File: src/hdl/assert_macros.svh
// Assertion macros used by the RTL top of the port reservation table.
`ifndef ASSERT_MACROS_SVH
`define ASSERT_MACROS_SVH

// Check a property on every rising edge of clk, skipped while rst_n is low.
`define ASSERT_CLK(label, prop, msg) \
  label: assert property (@(posedge clk) disable iff (!rst_n) (prop)) else $error(msg);

// Check a property on every rising edge of clk, reset included.
`define ASSERT_ALWAYS(label, prop, msg) \
  label: assert property (@(posedge clk) (prop)) else $error(msg);

`endif

File: src/hdl/prt_pkg.sv
// Types and codes of the port reservation table.
package prt_pkg;

  localparam logic [2:0] OP_RESERVE      = 3'd0;
  localparam logic [2:0] OP_RELEASE_PORT = 3'd1;
  localparam logic [2:0] OP_RELEASE_ID   = 3'd2;
  localparam logic [2:0] OP_RENAME       = 3'd3;
  localparam logic [2:0] OP_QUERY        = 3'd4;
  localparam logic [2:0] OP_LIST         = 3'd5;

  localparam logic [2:0] STAT_OK       = 3'd0;
  localparam logic [2:0] STAT_TAKEN    = 3'd1;
  localparam logic [2:0] STAT_FREE     = 3'd2;
  localparam logic [2:0] STAT_NO_ID    = 3'd3;
  localparam logic [2:0] STAT_BAD_PORT = 3'd4;

  localparam int MASK_W = 16;

  typedef struct packed {
    logic [2:0]  opcode;
    logic [5:0]  port_index;
    logic [63:0] job_id;
    logic [63:0] new_job_id;
  } prt_cmd_t;

  typedef struct packed {
    logic [2:0]        status;
    logic              port_busy;
    logic [MASK_W-1:0] port_mask;
    logic [4:0]        reserved_count;
  } prt_res_t;

  typedef enum logic [2:0] {
    PS_IDLE,
    PS_SINGLE,
    PS_SWEEP,
    PS_DRAIN,
    PS_DONE
  } prt_state_t;

endpackage

File: src/hdl/prt_ram.sv
// Generic simple dual-port RAM with one write port and a registered read port.
module prt_ram #(
  parameter int WIDTH = 64,
  parameter int DEPTH = 16
) (
  input  logic                                    clk,
  input  logic                                    we,
  input  logic [((DEPTH > 1) ? $clog2(DEPTH) : 1)-1:0] waddr,
  input  logic [WIDTH-1:0]                        wdata,
  input  logic [((DEPTH > 1) ? $clog2(DEPTH) : 1)-1:0] raddr,
  output logic [WIDTH-1:0]                        rdata
);

  logic [WIDTH-1:0] mem [DEPTH];

  always_ff @(posedge clk) begin
    if (we) begin
      mem[waddr] <= wdata;
    end
    rdata <= mem[raddr];
  end

endmodule

File: src/hdl/port_reservation_table_top.sv
// Top level of the port reservation table: command sequencer around the owner-id RAM.
//
//  channel   ports                      handshake
//  command   start, busy, in_cmd        beat taken when start is high and busy is low
//  result    out_strobe, out_res        one beat per command, one cycle, never stalled
//
// Reserve, release port, query and the unused opcodes pass through PS_SINGLE,
// which works out the result and registers the result beat.
// Release id, rename and list walk the owner-id RAM once, one entry a cycle,
// through PS_SWEEP, PS_DRAIN and PS_DONE, and PS_DONE registers the result beat:
// the single RAM read port sets that pace, and its registered read needs PS_DRAIN.
// Reset (rst_n low, synchronous) clears the valid bits and the port count at
// once; the owner ids stay undefined until written, so no clearing pass runs.
// busy stays high from acceptance until the result beat is registered; the
// result side never stalls, so busy is the only hold on the command side.
`include "assert_macros.svh"

module port_reservation_table_top #(
  parameter int NUM_PORTS = 16
) (
  input  logic               clk,
  input  logic               rst_n,
  input  logic               start,
  output logic               busy,
  input  prt_pkg::prt_cmd_t  in_cmd,
  output logic               out_strobe,
  output prt_pkg::prt_res_t  out_res
);

  import prt_pkg::*;

  // Address and count widths follow the table depth.
  localparam int AW = (NUM_PORTS > 1) ? $clog2(NUM_PORTS) : 1;
  localparam int TW = $clog2(NUM_PORTS + 1);
  localparam logic [AW-1:0] LAST_IDX = AW'(NUM_PORTS - 1);

  prt_state_t state_r, state_nxt;
  prt_cmd_t   cmd_r, cmd_nxt;
  prt_res_t   res_r, res_nxt;
  logic       out_strobe_r, out_strobe_nxt;

  // Valid bit for every owner slot; flip-flops so reset clears them at once.
  logic [NUM_PORTS-1:0] valid_r, valid_nxt;
  logic [TW-1:0]        total_r, total_nxt;

  // Sweep pointers: rd_idx issues the read, cmp_idx matches the returned data.
  logic [AW-1:0]     rd_idx_r, rd_idx_nxt;
  logic [AW-1:0]     cmp_idx_r, cmp_idx_nxt;
  logic              cmp_vld_r, cmp_vld_nxt;
  logic              hit_any_r, hit_any_nxt;
  logic [MASK_W-1:0] mask_r, mask_nxt;

  logic          ram_we;
  logic [AW-1:0] ram_waddr;
  logic [63:0]   ram_wdata;
  logic [AW-1:0] ram_raddr;
  logic [63:0]   ram_rdata;

  logic          port_ok;
  logic [AW-1:0] port_sel;
  logic          hit;
  logic [5:0]    cmp_idx6;
  logic          stray_we;

  prt_ram #(
    .WIDTH (64),
    .DEPTH (NUM_PORTS)
  ) u_owner_ram (
    .clk   (clk),
    .we    (ram_we),
    .waddr (ram_waddr),
    .wdata (ram_wdata),
    .raddr (ram_raddr),
    .rdata (ram_rdata)
  );

  assign port_ok  = {1'b0, cmd_r.port_index} < 7'(NUM_PORTS);
  assign port_sel = cmd_r.port_index[AW-1:0];
  assign cmp_idx6 = 6'(cmp_idx_r);

  // The RAM data returned this cycle belongs to cmp_idx_r.
  assign hit = cmp_vld_r && valid_r[cmp_idx_r] && (ram_rdata == cmd_r.job_id);

  always_comb begin
    state_nxt      = state_r;
    cmd_nxt        = cmd_r;
    res_nxt        = res_r;
    out_strobe_nxt = 1'b0;
    valid_nxt      = valid_r;
    total_nxt      = total_r;
    rd_idx_nxt     = rd_idx_r;
    cmp_idx_nxt    = cmp_idx_r;
    cmp_vld_nxt    = 1'b0;
    hit_any_nxt    = hit_any_r;
    mask_nxt       = mask_r;
    ram_we         = 1'b0;
    ram_waddr      = cmp_idx_r;
    ram_wdata      = cmd_r.new_job_id;
    ram_raddr      = rd_idx_r;

    // Act on a matching slot during the sweep. A rename writes back to the slot
    // just read while the next is read; at the last slot the write and read addresses meet, and that read is unused.
    if (hit) begin
      hit_any_nxt = 1'b1;
      case (cmd_r.opcode)
        OP_RELEASE_ID: begin
          valid_nxt[cmp_idx_r] = 1'b0;
          total_nxt            = total_r - TW'(1);
        end
        OP_RENAME: begin
          ram_we = 1'b1;
        end
        OP_LIST: begin
          if (cmp_idx6 < 6'(MASK_W)) begin
            mask_nxt[cmp_idx6[3:0]] = 1'b1;
          end
        end
        default: begin
        end
      endcase
    end

    case (state_r)
      PS_IDLE: begin
        if (start) begin
          cmd_nxt     = in_cmd;
          hit_any_nxt = 1'b0;
          mask_nxt    = '0;
          rd_idx_nxt  = '0;
          if (in_cmd.opcode inside {OP_RELEASE_ID, OP_RENAME, OP_LIST}) begin
            state_nxt = PS_SWEEP;
          end else begin
            state_nxt = PS_SINGLE;
          end
        end
      end
      PS_SINGLE: begin
        res_nxt.status    = STAT_OK;
        res_nxt.port_busy = 1'b0;
        res_nxt.port_mask = '0;
        case (cmd_r.opcode)
          OP_RESERVE: begin
            if (!port_ok) begin
              res_nxt.status = STAT_BAD_PORT;
            end else if (valid_r[port_sel]) begin
              res_nxt.status = STAT_TAKEN;
            end else begin
              valid_nxt[port_sel] = 1'b1;
              total_nxt           = total_r + TW'(1);
              ram_we              = 1'b1;
              ram_waddr           = port_sel;
              ram_wdata           = cmd_r.job_id;
            end
          end
          OP_RELEASE_PORT: begin
            if (!port_ok) begin
              res_nxt.status = STAT_BAD_PORT;
            end else if (!valid_r[port_sel]) begin
              res_nxt.status = STAT_FREE;
            end else begin
              valid_nxt[port_sel] = 1'b0;
              total_nxt           = total_r - TW'(1);
            end
          end
          OP_QUERY: begin
            if (!port_ok) begin
              res_nxt.status = STAT_BAD_PORT;
            end else begin
              res_nxt.port_busy = valid_r[port_sel];
            end
          end
          default: begin
          end
        endcase
        res_nxt.reserved_count = 5'(total_nxt);
        out_strobe_nxt         = 1'b1;
        state_nxt              = PS_IDLE;
      end
      PS_SWEEP: begin
        cmp_vld_nxt = 1'b1;
        cmp_idx_nxt = rd_idx_r;
        if (rd_idx_r == LAST_IDX) begin
          state_nxt = PS_DRAIN;
        end else begin
          rd_idx_nxt = rd_idx_r + AW'(1);
        end
      end
      PS_DRAIN: begin
        // Last slot is matched this cycle.
        state_nxt = PS_DONE;
      end
      PS_DONE: begin
        res_nxt.status         = hit_any_r ? STAT_OK : STAT_NO_ID;
        res_nxt.port_busy      = 1'b0;
        res_nxt.port_mask      = (cmd_r.opcode == OP_LIST) ? mask_r : '0;
        res_nxt.reserved_count = 5'(total_r);
        out_strobe_nxt         = 1'b1;
        state_nxt              = PS_IDLE;
      end
      default: begin
        state_nxt = PS_IDLE;
      end
    endcase
  end

  // Control state: cleared by reset.
  always_ff @(posedge clk) begin
    if (!rst_n) begin
      state_r      <= PS_IDLE;
      out_strobe_r <= 1'b0;
      valid_r      <= '0;
      total_r      <= '0;
      cmp_vld_r    <= 1'b0;
      rd_idx_r     <= '0;
    end else begin
      state_r      <= state_nxt;
      out_strobe_r <= out_strobe_nxt;
      valid_r      <= valid_nxt;
      total_r      <= total_nxt;
      cmp_vld_r    <= cmp_vld_nxt;
      rd_idx_r     <= rd_idx_nxt;
    end
  end

  // Payload: hold the command, the result beat and the sweep match state, no reset needed.
  always_ff @(posedge clk) begin
    cmd_r     <= cmd_nxt;
    res_r     <= res_nxt;
    cmp_idx_r <= cmp_idx_nxt;
    hit_any_r <= hit_any_nxt;
    mask_r    <= mask_nxt;
  end

  assign busy       = (state_r != PS_IDLE);
  assign out_strobe = out_strobe_r;
  assign out_res    = res_r;

  // A RAM write outside a single-slot command must come from a rename hit.
  assign stray_we = ram_we && (state_r != PS_SINGLE)
                    && !(cmp_vld_r && (cmd_r.opcode == OP_RENAME));

  `ASSERT_CLK(a_total_bound, total_r <= TW'(NUM_PORTS), "port count exceeds table depth")
  `ASSERT_CLK(a_strobe_single, out_strobe_r |=> !out_strobe_r, "result beat lasted two cycles")
  `ASSERT_CLK(a_idle_no_match, !busy |-> !cmp_vld_r, "slot match pending while idle")
  `ASSERT_CLK(a_rename_write_sweep, !stray_we, "RAM written outside rename sweep")
  `ASSERT_CLK(a_accept_to_busy, (start && !busy) |=> busy, "accepted command did not raise busy")

endmodule

File: config.mk
export PLATFORM = sky130hd
export DESIGN_NAME = port_reservation_table_top
export DESIGN_NICKNAME = d
export VERILOG_FILES = /design/src/hdl/prt_pkg.sv /design/src/hdl/prt_ram.sv /design/src/hdl/port_reservation_table_top.sv
export VERILOG_INCLUDE_DIRS = /design/src /design/src/hdl
export SDC_FILE = /design/constraint.sdc
export NUM_CORES = 1
export LEC_CHECK = 0
export ABC_AREA = 1
export BUFFER_PORTS_ARGS = -buffer_cell sky130_fd_sc_hd__buf_2
export CAP_MARGIN = 25
export CORE_AREA = 4 4 377 565
export CTS_CLUSTER_SIZE = 28
export DETAILED_ROUTE_END_ITERATION = 6
export DIE_AREA = 0 0 381 569
export MAX_ROUTING_LAYER = met4
export PLACE_DENSITY = 0.51
export SYNTH_ARGS = -nofsm -noshare
export SYNTH_HDL_FRONTEND = slang
export SYNTH_SLANG_ARGS = --single-unit
File: constraint.sdc
create_clock -name clk -period 18.3 [get_ports clk]
set_input_delay 2.745 -clock clk [delete_from_list [all_inputs] [get_ports clk]]
set_output_delay 2.745 -clock clk [all_outputs]
set_load 0.02 [all_outputs]
Word level (Yosys, flattened, before mapping)
Memories as Yosys holds them, arrays and structs flattened. A register that Yosys moved wholly into a read port is not among the register bits.
Index checks and enable logic that the tools add are counted.
Storage, ports and cells
  flip-flop bits (word level): 213
  latch bits: 0
  RAM bits: 1024
  memory bits (read-only): 0
  bits of input ports: 140
  word-level logic and storage cells: 132
  memories kept: 1
Operators by class
  $add $sub $neg: 3
  $mul: 0
  div/mod/pow operators: 0
  $lt $le $gt $ge: 6
  equality and inequality tests: 17
  shift operators: 0
  multiplexer cells: 68
  bitwise logic cells: 6
  reduce and logical (&&, ||, !) cells: 14
Memory list
  u_owner_ram.mem: words 16, bits a word 64, rd ports 1, clocked after memory_dff 1, write ports 1, RTL line prt_ram.sv:14  | logic [WIDTH-1:0] mem [DEPTH];
Operators with widths (number)
  $mux 64: 4
  $mux 16: 13
  $eq 64x64->1: 1
  $pmux 25 s2: 1
  $mux 5: 7
  $and 16x16->16: 2
  $not 16->16: 2
  $or 16x16->16: 2
  $pmux 16 s2: 1
  $mux 4: 6
  $mux 1: 20
  $eq 3x2->1 const B: 6
  $pmux 3 s3: 2
  $lt 4x5->1 const B: 3
  $mux 3: 5
  $eq 3x3->1 const B: 4
  $pmux 5 s2: 1
  $bmux 1 s4: 2
  $demux 1 s4: 2
  $ge 4x1->1 const B: 2
  $pmux 4 s2: 1
  $eq 3x1->1 const B: 2
  $logic_not 3->1: 2
  $lt 6x5->1 const B: 1
  other kinds (12): 22

Logic depth before layout (Yosys ltp)
Gate-level depths: netlist of the first run.
  word-level depth: 13
  gate-level depth with buffers: 18

By module
From an unflattened synthesis of the first run, not the netlist that was laid out.
Unflattened totals
  cell total of the unflattened synthesis: 5549
  area, all modules: 56307.8 um^2
Modules (own cells, without submodules)
  prt_ram: times used 1, cells an instance 4210, area an instance 45285.9 um^2, seq. area each 32030.7 um^2
  port_reservation_table_top: times used 1, cells an instance 1339, area an instance 11021.8 um^2, seq. area each 5925.7 um^2

Worst setup path before layout of the first run
No wires, ideal clock.
  path kind: input to register
  from: in start
  to: reg cmd_r[0] in the netlist's numbering (enable)
  arrival: 7.087 ns
  data required time: 17.745 ns
  path slack: 10.657 ns
  stages on the path: 3
  cells stage by stage: inv_1 -> nor2_1 -> clkbuf_1
Between the ends
  word-level cells in the longest chain between the ends: 1
RTL lines
  start: declaration: RTL line port_reservation_table_top.sv:23  | input logic start,
  $reduce_and 2->1 (no source line)
  end signal: assignment: RTL line port_reservation_table_top.sv:227  | cmd_r <= cmd_nxt;
  end: declaration: RTL line port_reservation_table_top.sv:38  | prt_cmd_t cmd_r, cmd_nxt;
Every way passes these cells.
A chain may end at the register's enable or synchronous reset.

Worst setup path after layout of the first run
  from: reg cmd_r[128] in the netlist's numbering
  to: mem u_owner_ram.mem[2][38] (enable)
Between the ends
  word-level cells in the longest chain between the ends: 8
  elaborated cells between the ends (all ways): 13
RTL lines
  $bmux 1 s4: RTL line port_reservation_table_top.sv:145  | end else if (valid_r[port_sel]) begin
  $mux 1 (implied by the code): RTL line port_reservation_table_top.sv:145
  $mux 1: RTL line port_reservation_table_top.sv:145
  $mux 1: RTL line port_reservation_table_top.sv:143  | if (!port_ok) begin
  $mux 1: RTL line port_reservation_table_top.sv:141  | case (cmd_r.opcode)
  $mux 1: RTL line port_reservation_table_top.sv:123  | case (state_r)
  $mux 1: RTL line prt_ram.sv:17  | if (we) begin
  $mux 1 (implied by the code): RTL line prt_ram.sv:18  | mem[waddr] <= wdata;
  end: declaration: RTL line prt_ram.sv:14
Parallel ways exist; a longest one is shown, timed or not. The select of a mux whose other input is x is not followed.

==> flow_summary_export.csv, run 1 <==
group,metric,value,unit
run_status,status,"complete, no violations",
drt,dr.pass1.iters,5,
synthesis,synth_cell_types,41,
floorplanning,row_count,205,
timing,fmaxAchievable,186,MHz
floorplanning,io_pins,167,
global_routing,antenna_found_initial,16,
worst_setup_path,crit_path_start_kind,"flip-flop",
final_layout,drive_gt1_frac,0.119,
power,p_switching,2.78,mW
power,vdd_drop_max,108,uV
floorplanning,die_w,381,um
worst_setup_path,end_kind,"flip-flop",
final_layout,layout_common_cells,"edfxtp_1, nor2_1, nand2_1",
clocking,cts.reportedPaths.clkPinSlew,0.06,ns
global_routing,grt_use_met2,0.215,
synthesis,async_flop_share,0,
hold_path,hp-class,"reg -> reg",
timing,worst_pin_slew,1.12,ns
clocking,clockBufferDepth,3,
floorplanning,fp.dieArea,217000,um^2
final_layout,fillCellCount,21088,
worst_setup_path,worstPathMaxFanout,86,
flow_run,cap_violations,0,
floorplanning,start_util,0.249,
clocking,cts_hold_buf,0,
clocking,cts_resized,0,
synthesis,syn_nets,4376,
worst_setup_path,cp.required,18.68,ns
clocking,cts_buffers,141,
global_routing,grt_max_degree,209,
synthesis,synthCells,4233,
timing,final.period_utilization,0.294,
synthesis,ys.flop_type,"edfxtp_1",
synthesis,synthesis.area,51800,um^2
timing,final-hold-violation-count,0,
final_layout,nNetsFinal,4541,
global_routing,grt_pass1_wl,226,mm
power,switching_share,0.327,
timing,relSlewSlack,0.256,
timing,fin_setup_tns,0,ns
power,p_clk_frac,0.335,
power,leakage,20.7,nW
floorplanning,dieHeight,569,um
clocking,cts_sinks,1301,
final_layout,stdcell_area,60600,um^2
global_routing,grtUsageMet1,0.199,
power,internal_power,5.72,mW
global_routing,grt_pass1_vias,32755,
timing,fin_crit,5.38,ns
drt,ant_nets,0,
power,p_seq_frac,0.436,
timing,setup_ws,12.92,ns
timing,setup_viol,0,
power,powerDensity,140,nW/um^2
synthesis,ys_seq_area_frac,0.733,
timing,fin_skew,0.0313,ns
drt,avgViaCountPerCell,4.75,
clocking,clk_latency,0.78,ns
floorplanning,core,208000,um^2
timing,hold_ws,0.472,ns
placed_design,gp_congestion,0.865,
placed_design,dp_slack,12.48,ns
synthesis,synth_edf_count,1190,
synthesis,syn_avg_cell_area,12.2,um^2
global_routing,grt-ovfl-total,0,
worst_setup_path,critical_path_class,"reg -> reg",
synthesis,synth_top_cell_area_share,0.690,
worst_setup_path,cp.arrival,5.75,ns
drt,vias,34235,
drt,routed_wl,157,mm
placed_design,port_buffers,166,
drt,drtIter0Drc,3231,
power,finalPower,8.50,mW
global_routing,grt_busiest_layer,"met2",
drt,drc_errors,0,
synthesis,synthTopCellsByArea,"edfxtp_1, o21ai_0, nor2_1",
drt,wl_per_cell,21.7,um
global_routing,met3_usage,0.0268,
synthesis,ys_warn_count,0,
final_layout,layout_commonest_cell,"edfxtp_1",
placed_design,dpl_cell_area,55800,um^2
clocking,cts_tree,"built",
global_routing,grt_usage,0.143,
timing,slew_violations,0,
synthesis,synth-seq-cells,1301,
timing,rsz0062_at_grt,"false",
clocking,cts_setup_buffers,0,
placed_design,dp_hpwl,90.4,mm
clocking,htreeDepth,4,
power,p_comb_frac,0.229,
clocking,cts-root-buf,"clkbuf_16",
final_layout,area_growth,17.1,%
synthesis,synth_area_leader_cell,"edfxtp_1",
## cells in the mapped netlist (2+ instances only)
cell type	instances
nand2_1	563
nor3_1	16
o21ai_2	3
buf_1	6
nor2_1	699
dfxtp_1	111
o22ai_1	86
xor2_1	7
o21ai_0	556
edfxtp_1	1190
o21ai_1	53
nand3_2	5
buf_6	4
buf_2	31
nand4_1	44
a21oi_1	22
inv_1	234
o211ai_1	86
nand3_1	78
o221ai_1	170
nand3b_1	3
clkinv_1	2
clkbuf_1	202
a31oi_1	16
nor2_4	3
nand2_2	13
inv_2	5
a21oi_2	10
ha_1	3
## cell families (layout without fill, tap and decap cells)
logic type | after synthesis | count (layout) | share of synthesized area
buffers and inverters | 487 | 766 | 0.0372
AND/OR/NAND/NOR | 1430 | 1430 | 0.111
flip-flops | 1301 | 1301 | 0.733
other | 0 | 10 | 0
AO/OA/AOI/OAI | 1005 | 1005 | 0.117
adder cells (fa/ha/maj) | 3 | 3 | 0.000725
XOR/XNOR | 7 | 7 | 0.00118
## path summary, 6_finish.rpt
kind / from / to / slack, ns / cells after the start
setup / recovery: cmd_r[128] / u_owner_ram.mem[2][38] / 12.92 / 15
hold / removal: mask_r[12] / mask_r[12] / 0.47 / 2
setup reg to reg: cmd_r[128] / u_owner_ram.mem[2][38] / 12.92 / 15
hold reg to reg: mask_r[12] / mask_r[12] / 0.47 / 2
## per-stage QoR
step	util	instances
CTS	0.291	7188
global placement	0.268	6916
floorplan	-	4233
global route	0.292	7209
finish	0.292	7213
detailed placement	0.269	6931
## state kept, by name, summed over array words and instances, names as in the netlist, 3 cells and up
signal and cells:
cmd_r 137, u_owner_ram.rdata 64, valid_r 16, state_r 3, out_res 25, total_r 5
mask_r 16, cmp_idx_r 4, ram_raddr 4, u_owner_ram.mem 1024
## critical path, stage by stage, from the launching register on
cell	delay (ns)
edfxtp_1	0.70
inv_2	0.15
nand2_1	0.10
nand2_1	0.05
nand2_1	0.05
nand2_1	0.06
nand2_1	0.07
nand2_2	0.07
nor2_4	0.16
nand3_4	0.11
nor2_4	0.71
inv_6	0.47
nand2_2	0.28
nand3_2	0.23
nor2_4	0.81
buf_4	0.88
## routing by layer
layer	wire length, um	share of wire
met1	72000	0.46
met2	70400	0.45
met3	10600	0.068
met4	3520	0.022
met5	0	0
## layout make-up
class | instances | area (um^2) | area share
diodes | 10 | 25.0 | 0.000413
repair buffers | 268 | 1710 | 0.0282
well taps | 2691 | 3370 | 0.0555
clock buffers | 192 | 3830 | 0.0632
clock inverters | 65 | 757 | 0.0125
flip-flops and latches | 1301 | 38000 | 0.626
inverters | 241 | 926 | 0.0153
multi-input cells | 2445 | 12000 | 0.198
## power groups by stage
stage | logic (mW) | registers, mW | clock network (mW)
6_report | 1.95 | 3.71 | 2.85
4_1_cts | 1.91 | 3.73 | 2.92
2_1_floorplan | 1.24 | 3.70 | 0
5_1_grt | 2.15 | 3.72 | 3.04
3_3_place_gp | 1.87 | 3.79 | 0
3_5_place_dp | 1.90 | 3.79 | 0
Power figures use the tool's default switching activity.
==> run 2: changes to the inputs <==
Settings changed: ABC_AREA 1 to 0, CORE_AREA 4 4 377 565 to 4 4 368 551, DIE_AREA 0 0 381 569 to 0 0 372 555, PLACE_DENSITY 0.51 to 0.52.
Clock period 18.3 ns to 4.62 ns, I/O delays scaled along.
==> run 2 against run 1 <==
Compared with the run above:
- combinational power shrank 51%
- global-route usage shrank 0.94 points
- total power grew to 3.0 times the previous value
- wire length shrank 13%
- core utilization grew 0.51 points
- clock power grew to 3.9 times the previous value
- critical path depth shrank 6
- clock-buffer cell count shrank 5
- synthesized cell count shrank 44%
- cell count shrank 25%
- critical path type unchanged
==> flow_summary_export.csv, run 2 <==
group,metric,value,unit
power,internal_power,19.8,mW
timing,relSlewSlack,0.284,
synthesis,synthTopCellsByArea,"edfxtp_1, mux4_2, dfxtp_1",
clocking,htreeDepth,4,
final_layout,instances_no_fill,5407,
drt,routed_wl,136,mm
final_layout,drive_gt1_frac,0.296,
floorplanning,row_count,200,
global_routing,grt_max_degree,69,
floorplanning,dieHeight,555,um
floorplanning,io_pins,167,
timing,final.period_utilization,0.946,
timing,rsz0062_at_grt,"false",
hold_path,hp-start,"in_cmd[28]",
worst_setup_path,reg2regPathDepth,9,
worst_setup_path,worstPathMaxFanout,64,
timing,final-hold-violation-count,0,
synthesis,synth_area_leader_cell,"edfxtp_1",
placed_design,port_buffers,166,
final_layout,layout_commonest_cell,"edfxtp_1",
final_layout,layout_common_cells,"edfxtp_1, mux4_2, nand2_1",
synthesis,synthCells,2378,
synthesis,syn_avg_cell_area,20.7,um^2
hold_path,min_to,"cmd_r[28]",
final_layout,reg_top3,"u_owner_ram.mem x1024, cmd_r x137, u_owner_ram.rdata x64",
timing,fin_skew,0.0555,ns
timing,hold_ws,0.0808,ns
floorplanning,start_util,0.249,
timing,worst_pin_slew,1.06,ns
placed_design,dpl_cell_area,54200,um^2
timing,slew_violations,0,
power,p_seq_frac,0.523,
worst_setup_path,crit_path_start_kind,"flip-flop",
timing,fin_crit,4.37,ns
synthesis,ys_seq_area_frac,0.771,
floorplanning,die_w,372,um
synthesis,synth_common_cells,"edfxtp_1, mux4_2, nand2_1",
power,p_clk_frac,0.439,
power,powerDensity,430,nW/um^2
placed_design,dp_hpwl,81.7,mm
synthesis,async_flop_share,0,
timing,fmaxAchievable,229,MHz
clocking,cts_tree,"built",
final_layout,top_register,"u_owner_ram.mem",
clocking,cts_buffers,142,
timing,setup_viol,0,
floorplanning,core,198000,um^2
final_layout,stdcell_area,58800,um^2
clocking,cts-root-buf,"clkbuf_16",
drt,ant_nets,0,
global_routing,grt_usage,0.134,
flow_run,cap_violations,0,
run_status,status,"complete, no violations",
placed_design,gp_congestion,0.753,
synthesis,synth_cell_types,61,
synthesis,synth_most_common_cell,"edfxtp_1",
worst_setup_path,reg2reg_slack,0.25,ns
global_routing,grt_pass1_vias,25196,
clocking,clk_latency,0.79,ns
worst_setup_path,cp.arrival,4.75,ns
hold_path,worstHoldPathCells,1,
synthesis,ys_warn_count,0,
synthesis,synthesis.area,49200,um^2
final_layout,area_growth,19.4,%
worst_setup_path,r2r-start,"cmd_r[128]",
power,p_comb_frac,0.038,
power,p_switching,5.44,mW
placed_design,place_inst,5149,
drt,avgViaCountPerCell,4.44,
final_layout,nNetsFinal,2814,
clocking,clockBufferDepth,4,
global_routing,antenna_found_initial,13,
global_routing,grt-ovfl-total,0,
worst_setup_path,rr_endpoint,"u_owner_ram.mem[11][48]",
floorplanning,fp.dieArea,206000,um^2
synthesis,synth-seq-cells,1301,
power,leakage,18.3,nW
drt,drc_errors,0,
clocking,cts_sinks,1301,
worst_setup_path,critical_path_class,"reg -> reg",
synthesis,synth_edf_count,1190,
synthesis,synth_top_cell_area_share,0.726,
worst_setup_path,end_kind,"flip-flop",
drt,vias,24010,
clocking,cts.reportedPaths.clkPinSlew,0.07,ns
synthesis,ys.flop_type,"edfxtp_1",
power,switching_share,0.215,
global_routing,grt_pass1_wl,192,mm
final_layout,largest_reg_flops,1024,
drt,drtIter0Drc,2036,
drt,wl_per_cell,25.2,um
synthesis,syn_nets,2521,
worst_setup_path,cp.required,5.00,ns
power,vdd_drop_max,248,uV
drt,dr.pass1.iters,5,
hold_path,hp-class,"in -> reg",
-- run 2: changes by cell type after synthesis, moves of 29 or more --
cell,previous run,this run
clkbuf_1,202,75
inv_1,234,20
mux4_2,0,329
nand2_1,563,204
nand2b_1,0,38
nand3_1,78,12
nand4_1,44,15
nor2_1,699,73
o211ai_1,86,1
o21ai_0,556,29
o21ai_1,53,0
o221ai_1,170,1
o22ai_1,86,3
-- run 2: worst max-delay path: stages, from the launching register on --
cell	delay, ns
edfxtp_1	0.62
mux4_2	0.56
mux4_2	0.58
nor4_4	0.33
and2_4	0.39
nand2_1	0.10
nand2_1	0.11
a41oi_1	0.46
nor2_4	0.27
buf_12	0.50
-- run 2: power groups by stage --
stage / clock network [mW] / logic [mW] / registers [mW]
after detailed placement: 0 / 0.983 / 13.5
after floorplan: 0 / 0.530 / 13.4
final: 11.1 / 0.961 / 13.2
after global placement: 0 / 0.970 / 13.5
after global routing: 11.9 / 1.05 / 13.2
after CTS: 11.4 / 0.985 / 13.2
-- run 2: how the worst max path moves through the flow --
stage                                   end  startpoint  depth (start not counted)  slack [ns]
floorplan             u_owner_ram.mem[2][0]  cmd_r[128]                          9       -1.05
global placement     u_owner_ram.mem[1][11]  cmd_r[114]                         10        0.15
detailed placement  u_owner_ram.mem[11][43]  cmd_r[114]                          9        0.13
CTS                  u_owner_ram.mem[1][56]  cmd_r[114]                         10        0.09
global route        u_owner_ram.mem[11][48]  cmd_r[128]                          9        0.02
finish              u_owner_ram.mem[11][48]  cmd_r[128]                          9        0.25
-- run 2: timing repair --
item,CTS,global route
setup buffers,0,3
gates resized for setup,0,0
setup endpoints to repair,0,53
hold buffers,0,0
-- run 2: cell type report --
| type | instances | area, um^2 |
|---|---|---|
| flip-flops and latches | 1301 | 38000 |
| well taps | 2626 | 3290 |
| inverters | 21 | 78.8 |
| clock buffers | 187 | 3830 |
| fillers | 19281 | 139000 |
| repair buffers | 262 | 2050 |
| clock inverters | 61 | 634 |
| diodes | 6 | 15.0 |
| multi-input cells | 943 | 10900 |
-- run 2: per-layer routing --
layer | vias up | track usage | wire length [um]
li1 | 10283 | - | -
met1 | 12893 | 0.172 | 57800
met2 | 656 | 0.217 | 67000
met3 | 178 | 0.0214 | 7070
met4 | 0 | 0.0417 | 4200
met5 | - | - | 0
-- run 2: cells by family after synthesis --
| group | count (synthesis) | share of synthesized area |
|---|---|---|
| xor+xnor | 54 | 0.00961 |
| simple gates | 433 | 0.0415 |
| flops | 1301 | 0.771 |
| buf+inv | 134 | 0.0106 |
| fa+ha+maj | 3 | 0.000763 |
| mux | 331 | 0.151 |
| compound gates | 122 | 0.0156 |
-- run 2: through the flow --
stage	util	TNS (ns)	total power, mW	worst slack (ns)
after floorplan	-	-463.91	13.9	-1.05
after global placement	0.274	0	14.5	0.146
after detailed placement	0.274	0	14.5	0.135
after CTS	0.296	0	25.7	0.0915
after global routing	0.297	0	26.2	0.0168
final	0.297	0	25.3	0.250
==> run 3: changes to the inputs <==
--- a/config.mk
+++ b/config.mk
@@ -17,2 +17,3 @@
 export PLACE_DENSITY = 0.52
+export REMOVE_ABC_BUFFERS = 1
 export SYNTH_ARGS = -nofsm -noshare
--- a/constraint.sdc
+++ b/constraint.sdc
@@ -3,2 +3,2 @@
 set_output_delay 0.693 -clock clk [all_outputs]
-set_load 0.02 [all_outputs]
+set_load 0.005 [all_outputs]
==> run 3 against run 2 <==
Compared with the run above:
- worst setup slack better by 0.31 ns
- critical path type unchanged
- first-iteration DRC count is 3.2% higher
- critical endpoint is now u_owner_ram.mem[5][48]
- global-route usage is 0.43 points lower
==> flow_summary_export.csv, run 3 (same netlist as run 2, synthesis figures left out) <==
group,metric,value,unit
drt,routed_wl,131,mm
timing,final-hold-violation-count,0,
placed_design,port_buffers,166,
power,vdd_drop_max,252,uV
drt,ant_nets,0,
run_status,status,"complete, no violations",
drt,wl_per_cell,24.2,um
clocking,cts-root-buf,"clkbuf_16",
worst_setup_path,critPathSlowestCell,"nor4_1",
worst_setup_path,cp.required,5.05,ns
global_routing,grt_usage,0.129,
timing,setup_ws,0.559,ns
placed_design,dp_hpwl,76.2,mm
clocking,htreeDepth,4,
worst_setup_path,worstPathBufferInverterCount,3,
hold_path,hp-start,"in_cmd[82]",
worst_setup_path,crit_start,"cmd_r[86]",
final_layout,area_growth,19.5,%
final_layout,drive_gt1_frac,0.294,
global_routing,grt_pass1_vias,24865,
timing,fin_crit,4.06,ns
drt,dr.pass1.iters,5,
worst_setup_path,cp_top_family,"simple AND/OR/NAND/NOR gates",
global_routing,grt_pass1_wl,186,mm
worst_setup_path,end_kind,"flip-flop",
clocking,clk_latency,0.78,ns
clocking,cts.reportedPaths.clkPinSlew,0.06,ns
final_layout,largest_reg_flops,1024,
drt,vias,23921,
floorplanning,fp.dieArea,206000,um^2
placed_design,place_inst,5139,
timing,relSlewSlack,0.324,
worst_setup_path,cp.arrival,4.49,ns
floorplanning,dieHeight,555,um
worst_setup_path,worstPathMaxFanout,33,
timing,worst_pin_slew,1.01,ns
global_routing,grt_max_degree,77,
drt,avgViaCountPerCell,4.42,
global_routing,antenna_found_initial,22,
final_layout,fillCellCount,19270,
floorplanning,io_pins,167,
final_layout,post-route-util,0.297,
clocking,cts_tree,"built",
flow_run,cap_violations,0,
worst_setup_path,cp-endpoint,"u_owner_ram.mem[5][48]",
placed_design,dp_slack,0.613,ns
clocking,cts_hold_buf,0,
final_layout,multi_input_area,10900,um^2
power,powerDensity,428,nW/um^2
floorplanning,row_count,200,
drt,drtIter0Drc,2102,
final_layout,reg_top3,"u_owner_ram.mem x1024, cmd_r x137, u_owner_ram.rdata x64",
power,leakage,18.3,nW
worst_setup_path,reg2reg_slack,0.56,ns
timing,slew_violations,0,
clocking,clockBufferDepth,3,
timing,setup_viol,0,
timing,final.period_utilization,0.879,
placed_design,gp_congestion,0.821,
floorplanning,core,198000,um^2
worst_setup_path,path_cells,"xor2_1 -> nor4_1 -> buf_4 -> nand4_1 -> or4_1 -> nor3_1 -> buf_4 -> and3b_1 -> a21boi_1 -> nor2_4 -> buf_12",
clocking,cts_resized,0,
timing,rsz0062_at_grt,"false",
worst_setup_path,max_stage_delay,0.79,ns
final_layout,nNetsFinal,2797,
floorplanning,start_util,0.249,
clocking,cts_sinks,1301,
worst_setup_path,crit_cells,11,
worst_setup_path,crit_path_frequent_cell,"buf_4",
floorplanning,die_w,372,um
clocking,cts_setup_buffers,0,
worst_setup_path,r2r-start,"cmd_r[86]",
worst_setup_path,crit_path_start_kind,"flip-flop",
worst_setup_path,rr_endpoint,"u_owner_ram.mem[5][48]",
final_layout,layout_common_cells,"edfxtp_1, mux4_2, nand2_1",
worst_setup_path,critical_path_class,"reg -> reg",
final_layout,instances_no_fill,5411,
clocking,cts_buffers,138,
final_layout,layout_commonest_cell,"edfxtp_1",
timing,fmaxAchievable,246,MHz
final_layout,top_register,"u_owner_ram.mem",
final_layout,seq_area,38000,um^2
hold_path,hp-class,"in -> reg",
timing,fin_skew,0.0268,ns
drt,drc_errors,0,
worst_setup_path,reg2regPathDepth,11,
global_routing,grt-ovfl-total,0,
==> run 3: how the worst min path moves through the flow <==
| stage | slack (ns) | depth (start not counted) | endpoint |
|---|---|---|---|
| 6_report | 0.09 | 1 | cmd_r[82] |
| 5_1_grt | 0.03 | 1 | cmd_r[121] |
| 4_1_cts | 0.02 | 1 | cmd_r[82] |
| 3_5_place_dp | 0.45 | 2 | mask_r[3] |
| 3_3_place_gp | 0.44 | 2 | mask_r[1] |
| 2_1_floorplan | 0.43 | 2 | mask_r[0] |
==> run 3: area by class of cell <==
class,count,area share
clock inverters,73,0.0134
diodes,16,0.000681
clock buffers,182,0.0632
repair buffers,249,0.0350
inverters,21,0.00134
well taps,2626,0.0558
flip-flops and latches,1301,0.645
multi-input cells,943,0.185
==> run 3: routing by layer <==
| layer | routed length [um] | GRT usage | up-vias | share of wire |
|---|---|---|---|---|
| met5 | 0 | - | - | 0 |
| met3 | 7670 | 0.0282 | 148 | 0.059 |
| met2 | 63200 | 0.204 | 695 | 0.48 |
| met4 | 2420 | 0.0302 | 0 | 0.019 |
| met1 | 57600 | 0.172 | 12796 | 0.44 |
| li1 | - | - | 10282 | - |
==> run 3: power by group <==
part	switching [mW]	internal (mW)
registers	0.152	13.1
logic	0.582	0.322
clock network	4.67	6.36
total	5.40	19.8
==> run 3: through the flow <==
step | total power [mW] | TNS, ns | hold slack (ns) | cell area (um^2)
6_report | 25.2 | 0 | 0.0900 | 58800
5_1_grt | 26.1 | 0 | 0.0328 | 58800
4_1_cts | 25.5 | 0 | 0.0155 | 58800
3_5_place_dp | 14.4 | 0 | 0.446 | 54300
3_3_place_gp | 14.4 | 0 | 0.439 | 54200
2_1_floorplan | 14.0 | -3386.08 | 0.429 | 48800
